--- config.mk ---
export PLATFORM = sky130hd
export DESIGN_NAME = battery_level_estimator
export DESIGN_NICKNAME = d
export VERILOG_FILES = /design/src/hdl/ble_pkg.sv /design/src/hdl/ble_cfg.sv /design/src/hdl/ble_window.sv /design/src/hdl/ble_level.sv /design/src/hdl/battery_level_estimator.sv
export SDC_FILE = /design/constraint.sdc
export NUM_CORES = 1
export LEC_CHECK = 0
export BUFFER_PORTS_ARGS = -buffer_cell sky130_fd_sc_hd__buf_2
export CAP_MARGIN = 20
export CORE_ASPECT_RATIO = 0.5
export CORE_MARGIN = 2
export CORE_UTILIZATION = 40
export CTS_CLUSTER_DIAMETER = 60
export CTS_CLUSTER_SIZE = 30
export DETAILED_ROUTE_END_ITERATION = 7
export GPL_TIMING_DRIVEN = 1
export SLEW_MARGIN = 40
export SYNTH_ARGS = -nofsm -noshare
export SYNTH_HDL_FRONTEND = slang
export SYNTH_HIERARCHICAL = 1
export SYNTH_SLANG_ARGS = --single-unit
--- constraint.sdc ---
create_clock -name clk -period 8.8 [get_ports clk]
set_input_delay 0.88 -clock clk [delete_from_list [all_inputs] [get_ports clk]]
set_output_delay 0.88 -clock clk [all_outputs]
set_load 0.005 [all_outputs]
--- src/hdl/ble_pkg.sv ---
// Shared types and constants for the battery level estimator.
`timescale 1ns / 1ps
`default_nettype none

package ble_pkg;

	// field widths
	localparam int RAW_W    = 12;
	localparam int SAMPLE_W = 13;
	localparam int THR_W    = 13;
	localparam int FO_W     = 8;
	localparam int CAL_W    = 11;
	localparam int LEVEL_W  = 3;
	localparam int EMPTY_W  = 3;

	// level quantizer: thresholds above the register set are never exceeded
	localparam int NUM_THR  = 4;
	localparam int LEVELS   = 4;
	localparam int LVL_USED = (LEVELS < NUM_THR) ? LEVELS : NUM_THR;

	localparam logic [SAMPLE_W-1:0] SAMPLE_MAX = '1;

	// empty counter
	localparam logic [EMPTY_W-1:0] EMPTY_SAT  = 3'd5;
	localparam logic [EMPTY_W-1:0] EMPTY_MARK = 3'd4;

	// register reset values
	localparam logic [THR_W-1:0] THR1_RST = 13'd660;
	localparam logic [THR_W-1:0] THR2_RST = 13'd690;
	localparam logic [THR_W-1:0] THR3_RST = 13'd699;
	localparam logic [THR_W-1:0] THR4_RST = 13'd707;
	localparam logic [FO_W-1:0]  FO_RST   = 8'd23;

	// register map, word index into the APB space
	typedef enum logic [2:0] {
		REG_THR1  = 3'd0,
		REG_THR2  = 3'd1,
		REG_THR3  = 3'd2,
		REG_THR4  = 3'd3,
		REG_FO_EN = 3'd4,
		REG_FO    = 3'd5,
		REG_CAL   = 3'd6
	} reg_idx_t;

	// configuration as seen by the datapath
	typedef struct packed {
		logic [NUM_THR-1:0][THR_W-1:0] thr;
		logic                          fo_en;
		logic [FO_W-1:0]               fo;
		logic signed [CAL_W-1:0]       cal;
	} cfg_t;

endpackage

`default_nettype wire

--- src/hdl/ble_cfg.sv ---
// APB register file holding thresholds and sample correction settings.
`timescale 1ns / 1ps
`default_nettype none

module ble_cfg (
	input  wire logic                clk,
	input  wire logic                arst_n,
	input  wire logic                psel,
	input  wire logic                penable,
	input  wire logic                pwrite,
	input  wire logic [4:0]          paddr,
	input  wire logic [31:0]         pwdata,
	output      logic [31:0]         prdata,
	output      logic                pready,
	output      ble_pkg::cfg_t       cfg
);

	ble_pkg::cfg_t     cfg_q;
	ble_pkg::reg_idx_t idx;
	logic              wr_en;

	assign pready = 1'b1;
	assign idx    = ble_pkg::reg_idx_t'(paddr[4:2]);
	assign wr_en  = psel & penable & pwrite & pready;
	assign cfg    = cfg_q;

	// register writes
	always_ff @(posedge clk or negedge arst_n) begin
		if (!arst_n) begin
			cfg_q.thr[0] <= ble_pkg::THR1_RST;
			cfg_q.thr[1] <= ble_pkg::THR2_RST;
			cfg_q.thr[2] <= ble_pkg::THR3_RST;
			cfg_q.thr[3] <= ble_pkg::THR4_RST;
			cfg_q.fo_en  <= 1'b1;
			cfg_q.fo     <= ble_pkg::FO_RST;
			cfg_q.cal    <= '0;
		end else if (wr_en) begin
			unique case (idx)
				ble_pkg::REG_THR1:  cfg_q.thr[0] <= pwdata[ble_pkg::THR_W-1:0];
				ble_pkg::REG_THR2:  cfg_q.thr[1] <= pwdata[ble_pkg::THR_W-1:0];
				ble_pkg::REG_THR3:  cfg_q.thr[2] <= pwdata[ble_pkg::THR_W-1:0];
				ble_pkg::REG_THR4:  cfg_q.thr[3] <= pwdata[ble_pkg::THR_W-1:0];
				ble_pkg::REG_FO_EN: cfg_q.fo_en  <= pwdata[0];
				ble_pkg::REG_FO:    cfg_q.fo     <= pwdata[ble_pkg::FO_W-1:0];
				ble_pkg::REG_CAL:   cfg_q.cal    <= signed'(pwdata[ble_pkg::CAL_W-1:0]);
				default: ;
			endcase
		end
	end

	// read back
	always_comb begin
		prdata = '0;
		unique case (idx)
			ble_pkg::REG_THR1:  prdata = 32'(cfg_q.thr[0]);
			ble_pkg::REG_THR2:  prdata = 32'(cfg_q.thr[1]);
			ble_pkg::REG_THR3:  prdata = 32'(cfg_q.thr[2]);
			ble_pkg::REG_THR4:  prdata = 32'(cfg_q.thr[3]);
			ble_pkg::REG_FO_EN: prdata = 32'(cfg_q.fo_en);
			ble_pkg::REG_FO:    prdata = 32'(cfg_q.fo);
			ble_pkg::REG_CAL:   prdata = 32'(unsigned'(cfg_q.cal));
			default:            prdata = '0;
		endcase
	end

endmodule

`default_nettype wire

--- src/hdl/ble_window.sv ---
// Sample correction, sliding window with running sum, and window average.
`timescale 1ns / 1ps
`default_nettype none

module ble_window #(
	parameter int WINDOW = 8
) (
	input  wire logic                          clk,
	input  wire logic                          arst_n,
	input  wire ble_pkg::cfg_t                 cfg,
	input  wire logic                          in_valid,
	output      logic                          in_stall,
	input  wire logic [ble_pkg::RAW_W-1:0]     raw,
	output      logic                          avg_valid,
	input  wire logic                          avg_stall,
	output      logic [ble_pkg::SAMPLE_W-1:0]  avg
);

	localparam int IDX_W   = $clog2(WINDOW);
	localparam int SUM_W   = ble_pkg::SAMPLE_W + IDX_W;
	// reciprocal multiply: exact floor(sum / WINDOW) for every sum below 2**SUM_W
	localparam int DIV_SH  = SUM_W + IDX_W;
	localparam int MUL_W   = SUM_W + 1;
	localparam longint DIV_MUL_L =
		((longint'(1) << DIV_SH) + longint'(WINDOW) - 1) / longint'(WINDOW);
	localparam logic [MUL_W-1:0] DIV_MUL = MUL_W'(DIV_MUL_L);
	localparam logic [IDX_W-1:0] IDX_LAST = IDX_W'(WINDOW - 1);

	// stage valids and readiness
	logic v_s1, v_s2, v_s3, v_s4;
	logic rdy_s1, rdy_s2, rdy_s3, rdy_s4;

	logic [ble_pkg::RAW_W-1:0]    raw_s1;
	logic [ble_pkg::SAMPLE_W-1:0] samp_s2;
	logic [SUM_W-1:0]             sum_s3;
	logic [ble_pkg::SAMPLE_W-1:0] avg_s4;

	// window state
	logic [ble_pkg::SAMPLE_W-1:0] win_q [WINDOW];
	logic [IDX_W-1:0]             wi_q;
	logic                         primed_q;
	logic [SUM_W-1:0]             sum_q;

	logic                         win_fire;
	logic [SUM_W-1:0]             sum_next;
	logic [ble_pkg::SAMPLE_W-1:0] samp_next;
	logic [ble_pkg::FO_W-1:0]     fo_add;
	logic signed [ble_pkg::CAL_W:0] cal_adj;
	logic signed [ble_pkg::CAL_W:0] cal_half;
	logic signed [14:0]           corr;
	logic [SUM_W+MUL_W-1:0]       prod;

	assign rdy_s4   = !v_s4 || !avg_stall;
	assign rdy_s3   = !v_s3 || rdy_s4;
	assign rdy_s2   = !v_s2 || rdy_s3;
	assign rdy_s1   = !v_s1 || rdy_s2;
	assign in_stall = !rdy_s1;
	assign avg_valid = v_s4;
	assign avg       = avg_s4;
	assign win_fire  = v_s2 && rdy_s3;

	always_ff @(posedge clk or negedge arst_n) begin
		if (!arst_n) begin
			v_s1 <= 1'b0;
			v_s2 <= 1'b0;
			v_s3 <= 1'b0;
			v_s4 <= 1'b0;
		end else begin
			if (rdy_s1) v_s1 <= in_valid;
			if (rdy_s2) v_s2 <= v_s1;
			if (rdy_s3) v_s3 <= v_s2;
			if (rdy_s4) v_s4 <= v_s3;
		end
	end

	// correction: fixed offset, half calibration offset toward zero, clamp
	always_comb begin
		fo_add   = cfg.fo_en ? cfg.fo : '0;
		cal_adj  = (ble_pkg::CAL_W+1)'(cfg.cal) + signed'({{ble_pkg::CAL_W{1'b0}}, cfg.cal[ble_pkg::CAL_W-1]});
		cal_half = cal_adj >>> 1;
		corr     = signed'(15'(raw_s1)) + signed'(15'(fo_add)) + 15'(cal_half);
		if (corr < 0) begin
			samp_next = '0;
		end else if (corr > signed'(15'(ble_pkg::SAMPLE_MAX))) begin
			samp_next = ble_pkg::SAMPLE_MAX;
		end else begin
			samp_next = corr[ble_pkg::SAMPLE_W-1:0];
		end
	end

	// running sum: first beat fills the whole window
	always_comb begin
		if (!primed_q) begin
			sum_next = SUM_W'(samp_s2) * SUM_W'(WINDOW);
		end else begin
			sum_next = sum_q - SUM_W'(win_q[wi_q]) + SUM_W'(samp_s2);
		end
	end

	assign prod = (SUM_W+MUL_W)'(sum_s3) * (SUM_W+MUL_W)'(DIV_MUL);

	// window control state
	always_ff @(posedge clk or negedge arst_n) begin
		if (!arst_n) begin
			primed_q <= 1'b0;
			wi_q     <= '0;
		end else if (win_fire) begin
			primed_q <= 1'b1;
			if (primed_q) begin
				wi_q <= (wi_q == IDX_LAST) ? '0 : wi_q + 1'b1;
			end
		end
	end

	// window contents and sum
	always_ff @(posedge clk) begin
		if (win_fire) begin
			sum_q <= sum_next;
			for (int i = 0; i < WINDOW; i++) begin
				if (!primed_q || wi_q == IDX_W'(i)) begin
					win_q[i] <= samp_s2;
				end
			end
		end
	end

	// stage payloads
	always_ff @(posedge clk) begin
		if (rdy_s1) raw_s1  <= raw;
		if (rdy_s2) samp_s2 <= samp_next;
		if (rdy_s3) sum_s3  <= sum_next;
		if (rdy_s4) avg_s4  <= ble_pkg::SAMPLE_W'(prod >> DIV_SH);
	end

endmodule

`default_nettype wire

--- src/hdl/ble_level.sv ---
// Level quantizer, odd-poll debounce and empty counter with output register.
`timescale 1ns / 1ps
`default_nettype none

module ble_level (
	input  wire logic                          clk,
	input  wire logic                          arst_n,
	input  wire ble_pkg::cfg_t                 cfg,
	input  wire logic                          avg_valid,
	output      logic                          avg_stall,
	input  wire logic [ble_pkg::SAMPLE_W-1:0]  avg,
	output      logic                          res_valid,
	input  wire logic                          res_stall,
	output      logic [ble_pkg::LEVEL_W-1:0]   level,
	output      logic                          flag,
	output      logic [ble_pkg::SAMPLE_W-1:0]  res_avg
);

	logic                         v_s5;
	logic [ble_pkg::LEVEL_W-1:0]  level_s5;
	logic                         flag_s5;
	logic [ble_pkg::SAMPLE_W-1:0] avg_s5;

	logic [ble_pkg::LEVEL_W-1:0]  prev_q;
	logic [ble_pkg::LEVEL_W-1:0]  rep_q;
	logic                         parity_q;
	logic [ble_pkg::EMPTY_W-1:0]  empty_q;

	logic                         fire;
	logic [ble_pkg::LEVEL_W-1:0]  lvl;
	logic [ble_pkg::LEVEL_W-1:0]  rep_next;
	logic [ble_pkg::EMPTY_W-1:0]  empty_next;
	logic                         flag_next;
	logic                         count_on;

	assign avg_stall = v_s5 && res_stall;
	assign fire      = avg_valid && !avg_stall;
	assign res_valid = v_s5;
	assign level     = level_s5;
	assign flag      = flag_s5;
	assign res_avg   = avg_s5;

	// quantize: highest threshold exceeded wins
	always_comb begin
		lvl = '0;
		for (int i = 0; i < ble_pkg::LVL_USED; i++) begin
			if (avg > cfg.thr[i]) begin
				lvl = ble_pkg::LEVEL_W'(i + 1);
			end
		end
	end

	// debounce and empty count
	always_comb begin
		rep_next = (!parity_q || lvl == prev_q) ? lvl : rep_q;
		count_on = (empty_q != '0) || (rep_next == '0);
		empty_next = empty_q;
		flag_next  = 1'b0;
		if (count_on) begin
			if (empty_q < ble_pkg::EMPTY_SAT) begin
				empty_next = empty_q + 1'b1;
			end
			flag_next = (empty_q == ble_pkg::EMPTY_MARK - 1'b1);
		end
	end

	always_ff @(posedge clk or negedge arst_n) begin
		if (!arst_n) begin
			v_s5     <= 1'b0;
			prev_q   <= '0;
			rep_q    <= '0;
			parity_q <= 1'b0;
			empty_q  <= '0;
		end else begin
			if (!avg_stall) v_s5 <= avg_valid;
			if (fire) begin
				prev_q   <= lvl;
				rep_q    <= rep_next;
				parity_q <= !parity_q;
				empty_q  <= empty_next;
			end
		end
	end

	// result register
	always_ff @(posedge clk) begin
		if (fire) begin
			level_s5 <= rep_next;
			flag_s5  <= flag_next;
			avg_s5   <= avg;
		end
	end

endmodule

`default_nettype wire

--- src/hdl/battery_level_estimator.sv ---
// Top level of the battery level estimator.
//
//  channel   direction  handshake                   payload
//  sample    in         sample_valid/sample_stall   raw_sample[11:0]
//  result    out        result_valid/result_stall   battery_level[2:0], empty_flag, average[12:0]
//  config    in         APB psel/penable/pwrite     paddr[4:0], pwdata/prdata[31:0]
//
// One sample beat per cycle sustained while no result stall backs up the pipeline; a result
// passes the input, correction, window sum, reciprocal multiply and level registers in
// that order before it is on the output.
// The window sum is kept running, so each beat costs one add/subtract and one multiply.
// Reset clears the window control, debounce and empty counter; registers take defaults.
// A result stall holds the output register; upstream stages keep filling until full.
`timescale 1ns / 1ps
`default_nettype none

module battery_level_estimator #(
	parameter int WINDOW = 8
) (
	input  wire logic        clk,
	input  wire logic        arst_n,
	input  wire logic        psel,
	input  wire logic        penable,
	input  wire logic        pwrite,
	input  wire logic [4:0]  paddr,
	input  wire logic [31:0] pwdata,
	output      logic [31:0] prdata,
	output      logic        pready,
	input  wire logic        sample_valid,
	output      logic        sample_stall,
	input  wire logic [11:0] raw_sample,
	output      logic        result_valid,
	input  wire logic        result_stall,
	output      logic [2:0]  battery_level,
	output      logic        empty_flag,
	output      logic [12:0] average
);

	ble_pkg::cfg_t                cfg;
	logic                         avg_valid;
	logic                         avg_stall;
	logic [ble_pkg::SAMPLE_W-1:0] avg;

	ble_cfg u_cfg (
		.clk     (clk),
		.arst_n  (arst_n),
		.psel    (psel),
		.penable (penable),
		.pwrite  (pwrite),
		.paddr   (paddr),
		.pwdata  (pwdata),
		.prdata  (prdata),
		.pready  (pready),
		.cfg     (cfg)
	);

	ble_window #(
		.WINDOW (WINDOW)
	) u_window (
		.clk       (clk),
		.arst_n    (arst_n),
		.cfg       (cfg),
		.in_valid  (sample_valid),
		.in_stall  (sample_stall),
		.raw       (raw_sample),
		.avg_valid (avg_valid),
		.avg_stall (avg_stall),
		.avg       (avg)
	);

	ble_level u_level (
		.clk       (clk),
		.arst_n    (arst_n),
		.cfg       (cfg),
		.avg_valid (avg_valid),
		.avg_stall (avg_stall),
		.avg       (avg),
		.res_valid (result_valid),
		.res_stall (result_stall),
		.level     (battery_level),
		.flag      (empty_flag),
		.res_avg   (average)
	);

endmodule

`default_nettype wire

# Word level (Yosys, flattened, before mapping)
# Memories as Yosys holds them, arrays and structs flattened.
# Index checks and enable logic that the tools add are counted.
# classes
muxes,34
n_lt_le_gt_ge,7
bitwise,2
n_addsub,7
eq_ne,15
reduce_logical,38
# ops
operator,count
13-bit case mux with 7 select lines,1
13-bit greater-than comparator,4
1-bit two-way mux,25
3-bit equality test (second input constant),7
16-bit by 13-bit adder with 16-bit output,1
16-bit two-way mux,1
2-bit AND reduction,8
16-bit by 13-bit subtractor with 16-bit output,1
14-bit by 11-bit adder with 15-bit output,1
3-bit by 2-bit equality test with 1-bit output (second input constant),5
15-bit by 14-bit greater-than comparator with 1-bit output (second input constant),1
15-bit by 1-bit < comparator with 1-bit output (second input constant),1
3-bit two-way mux,5
1-bit logical OR,14
12-bit by 8-bit adder with 13-bit output,1
13-bit two-way mux,1
11-bit by 2-bit adder with 12-bit output,1
3-bit zero test,3
1-bit zero test,8
8-bit two-way mux,1
3-bit by 1-bit adder with 3-bit output (second input constant),2
3-bit by 1-bit equality test with 1-bit output (second input constant),2
3-bit equality test,1
1-bit logical AND,3
other kinds (4),5
# totals
elab_cells,130
regBits,178
ram_bits,104
mem_count,1
# mem_list
name,words,width,read_ports,rd_clocked_by_memory_dff,write_ports,line,rtl
u_window.win_q,8,13,1,0,8,ble_window.sv:39,logic [ble_pkg::SAMPLE_W-1:0] win_q [WINDOW];

# Depth between registers and ports, before layout
# depth
word_depth,11
depth_mapped,18
depth_no_buf,17

# Hierarchy
# Netlist, hierarchy kept.
# modules_own_cells
mod,area_per_inst_um2,cells_each,n_inst,seq_area_each_um2
ble_window,9127.5,672,1,5335.1
ble_cfg,3543.4,264,1,1834.3
ble_level,2557.5,275,1,785.8

# Worst setup path after synthesis
# No wires, ideal clock.
# synth_timing
path_kind,reg-to-reg
start,"register u_cfg.cfg_q, in the netlist u_cfg/cfg[19]"
end,register u_window/samp_s2[10] (netlist name) (data pin)
arrival_ps,3985
path_stages_with_launch,19
setup_time_ps,267
path_buffers,1
t_required_ps,8533
setup_slack_ps,4548
path_cell_list,dfstp_2 and2_1 ha_1 inv_1 fa_1 nor2b_1 o21ai_0 a21boi_0 o311ai_0 a21oi_1 xor2_1 ha_1 a41oi_2 o221ai_2 and3_4 o31a_1 o21ai_1 buf_2 a22oi_2
# synth_between
elab_chain_cells,5
word_cells_on_any_way,6
cone_classes,add/sub: 2; order compare: 2; mux: 2
# synth_lines
element,line,rtl
"start, declared",ble_cfg.sv:18,ble_pkg::cfg_t cfg_q;
8-bit two-way mux (*),ble_window.sv:78,fo_add = cfg.fo_en ? cfg.fo : '0;
12-bit by 8-bit adder with 13-bit output (*),ble_window.sv:81,corr = signed'(15'(raw_s1)) + signed'(15'(fo_add)) + 15'(cal_half);
14-bit by 11-bit adder with 15-bit output (*),ble_window.sv:81,
15-bit by 14-bit greater-than comparator with 1-bit output,ble_window.sv:84,end else if (corr > signed'(15'(ble_pkg::SAMPLE_MAX))) begin
13-bit two-way mux,ble_window.sv:84,
"end signal, assigned",ble_window.sv:130,if (rdy_s2) samp_s2 <= samp_next;
"end, declared",ble_window.sv:34,logic [ble_pkg::SAMPLE_W-1:0] samp_s2;
# Mark *: on every way between the ends. The rest lies on a longest branch, timed or not.
# A chain may end at the register's enable or synchronous reset.

# Worst setup path after layout
# layout_timing
start,"register u_cfg.cfg_q, in the netlist u_cfg/cfg[19]"
end,register u_window/samp_s2[0] (netlist name) (data pin)
# The elaborated chain is that of the path after synthesis.

==> results_dict.tcl <==
set metrics [dict create \
    outcome "complete, no violations" \
    synth_top_family_by_area "multiplexers" \
    critPathKind "register to register" \
    arrival_ps 5400 \
    die_area_mm2 0.03974 \
    crit_top_cell "ha_1" \
    seqCellArea_mm2 0.007958 \
    ys_types 89 \
    totalWireLength_um 34790 \
    multiInputGateArea_mm2 0.006554 \
    holdBufCountCts 0 \
    drt-initial-drc-count 764 \
    grt_usage_pct 17.78 \
    rows 50 \
    synth_fa_ha_area_share_pct 10.19 \
    die_w_um 279.9 \
    hold_viol 0 \
    syn_inst 1211 \
    syn-cell-area_mm2 0.01523 \
    postLayoutCoreUtil_pct 44.65 \
    drc 0 \
    ys_async_sr_fraction_pct 32.62 \
    cts_sinks 279 \
    tightest_slew_ps 823.8 \
    start_util_pct 40.64 \
    maxCapViolCount 0 \
    critPathMaxFanout 13 \
    post_cts_buffers 0 \
    max_freq_mhz 194.5 \
    p_leak_nw 6.905 \
    synth_edf_count 188 \
    final_common_cell "edfxtp_1" \
    instances_no_fill 1776 \
    ys_ff_latch 279 \
    relSlewSlack_pct 45.02 \
    syn_avg_cell_area_um2 12.58 \
    gp_congestion 0.9196 \
    antenna_found_initial 0 \
    crit_path_end_kind "register" \
    ios 108 \
    synth-seq-area-share_pct 52.24 \
    synthSimpleGateAreaFrac_pct 8.241 \
    synth-main-ff-cell "edfxtp_1" \
    muxShareOfSynthArea_pct 11.38 \
    diodes 0 \
    crit_family "compound AO/OA/AOI/OAI gates" \
    critPathMaxStageDelay_ps 630 \
    h-tree-depth 1 \
    grt_overflow 0 \
    path_cells "and2_1, ha_1, inv_1, fa_1, nor2b_1, o21ai_0, a21boi_0, o311ai_0, a21oi_1, xor2_1, ha_1, a41oi_2, o221ai_2, and3_4, o31a_1, o21ai_2, a22oi_1" \
    via_per_inst 5.396 \
    powerDensity_mw_per_mm2 389.9 \
    die_y_um 142.0 \
    crit_path_start_kind "register" \
    portBuffers 66 \
    grt_pass1_vias 9591 \
    firstDrtPassIters 6 \
    final_max_slew_viol_count 0 \
    fin_area_mm2 0.01673 \
    cts_tree "built" \
    hold_path.class "input pin to asynchronous set/reset pin" \
    layout_worst_path_cycle_share_pct 58.43 \
    core_area_mm2 0.03747 \
    dp_hpwl_um 24810 \
    root_buffer "clkbuf_16" \
    skew_ps 30.18 \
    crit_required_ps 9060 \
    synth-xor-area-share_pct 2.358 \
    setup_viol 0 \
    ys_warn_count 6 \
    cts_buffers 18 \
    placed_cell_area_mm2 0.01604 \
    period_needed_ps 5142 \
    finalSetupTns_ps 0 \
    insertion_delay_ps 540 \
    cts_buffer_depth 3 \
    grt_first_pass_wirelength_um 54740 \
    wire_per_inst_um 19.59 \
    final_net_count 1442 \
    ir_drop_mv 0.2168 \
    critPathSlowestCell "dfstp_2" \
    layout-drive-gt1-share_pct 21.29 \
    reg2reg_slack_ps 3660 \
    num_vias 9583 \
    ant_nets 0 \
    final_cell_mix "188 x edfxtp_1, 133 x inv_1, 100 x ha_1" \
    fillers 3378 \
    crit_buf_inv 1 \
    cts_resized 0 \
    syn_to_final_growth_pct 9.884 \
    grt_max_degree 55 \
    dp.cells 1745 \
    cts.clk_slew.worst_paths_ps 100 \
    grt_setup_unrepaired "no" \
    synth_compound_area_share_pct 10.06 \
]
cell type report:
class | count | share of cell area (%)
Clock buffer | 19 | 2.841
Clock inverter | 12 | 1.264
Inverter | 135 | 3.028
Multi-Input combinational cell | 761 | 39.17
Sequential cell | 279 | 47.56
Tap cell | 494 | 3.694
Timing Repair Buffer | 76 | 2.453
logic make-up after synthesis:
family	Yosys count
AOI/OAI and AO/OA	207
xor gates and xnor gates	41
adders and majority gates	115
buffers and inverters	189
DFF	279
muxes	128
other	2
and+or+nand+nor	250
synthesized netlist by cell type (5+ instances only):
cell type,instances,share of area [%]
nand4_1,15,0.62
nor2_1,41,1.0
mux2_1,10,0.74
a22oi_1,6,0.30
nand2_1,95,2.3
nor3_1,11,0.36
fa_1,15,2.0
nand3_1,17,0.56
a22oi_2,9,0.74
o31a_1,5,0.29
a21oi_1,54,1.8
ha_1,100,8.2
mux2i_1,19,1.2
mux2_2,71,5.3
nor2b_1,16,0.66
buf_2,13,0.43
inv_1,134,3.3
buf_4,21,1.0
mux4_2,28,4.1
clkbuf_1,13,0.32
and2_1,12,0.49
a211oi_1,8,0.39
dfrtp_1,65,11
nand2b_1,8,0.33
xnor2_1,23,1.3
and3_1,7,0.29
xor2_1,18,1.0
o21ai_0,29,0.95
dfstp_2,26,4.5
a21o_1,20,0.99
edfxtp_1,188,37
where the power goes:
group	internal, mW	total (mW)	leakage [nW]	switching (mW)
Sequential	2.08	2.38	2.87	0.299
Combinational	1.35	3.17	3.71	1.82
Clock	0.441	0.978	0.325	0.536
registers in the layout, indices dropped and copies added (netlist names), 12 cells and up:
name              flops
u_window/win_q      104
u_cfg/cfg            72
u_window/sum_q       16
u_level/res_avg      13
u_window/avg         13
u_window/samp_s2     13
u_window/sum_s3      13
u_window/raw_s1      12
through the flow:
stage | power (mW) | worst slack (ps) | hold slack, ps
floorplan | 4.671 | 4548 | 400.3
global placement | 5.414 | 3507 | 403.5
detailed placement | 5.546 | 3739 | 404.5
CTS | 6.552 | 3704 | 327.5
global route | 7.076 | 3272 | 354.1
finish | 6.524 | 3658 | 320.2
metal layers:
metal,wire length (um),share of wire (%),track usage (%),vias to the layer above
met5,0,0,0,-
met4,473,1.4,2.899,0
met3,1352,3.9,2.479,37
met2,16700,48,30.72,187
met1,16270,47,24.41,4862
li1,-,-,-,4497
path summary, 6_finish.rpt:
path                                       endpoint  cells after the start               start
worst max-delay path            u_window/samp_s2[0]                     17       u_cfg/cfg[19]
worst min-delay path                  u_window/v_s3                      1              arst_n
worst max register to register  u_window/samp_s2[0]                     17       u_cfg/cfg[19]
worst min register to register      u_window/avg[3]                      0  u_window/sum_s3[6]
max in group asynchronous             u_cfg/cfg[57]                      2              arst_n
min in group clk                    u_window/avg[3]                      0  u_window/sum_s3[6]
(Power assumes the default switching activity.)
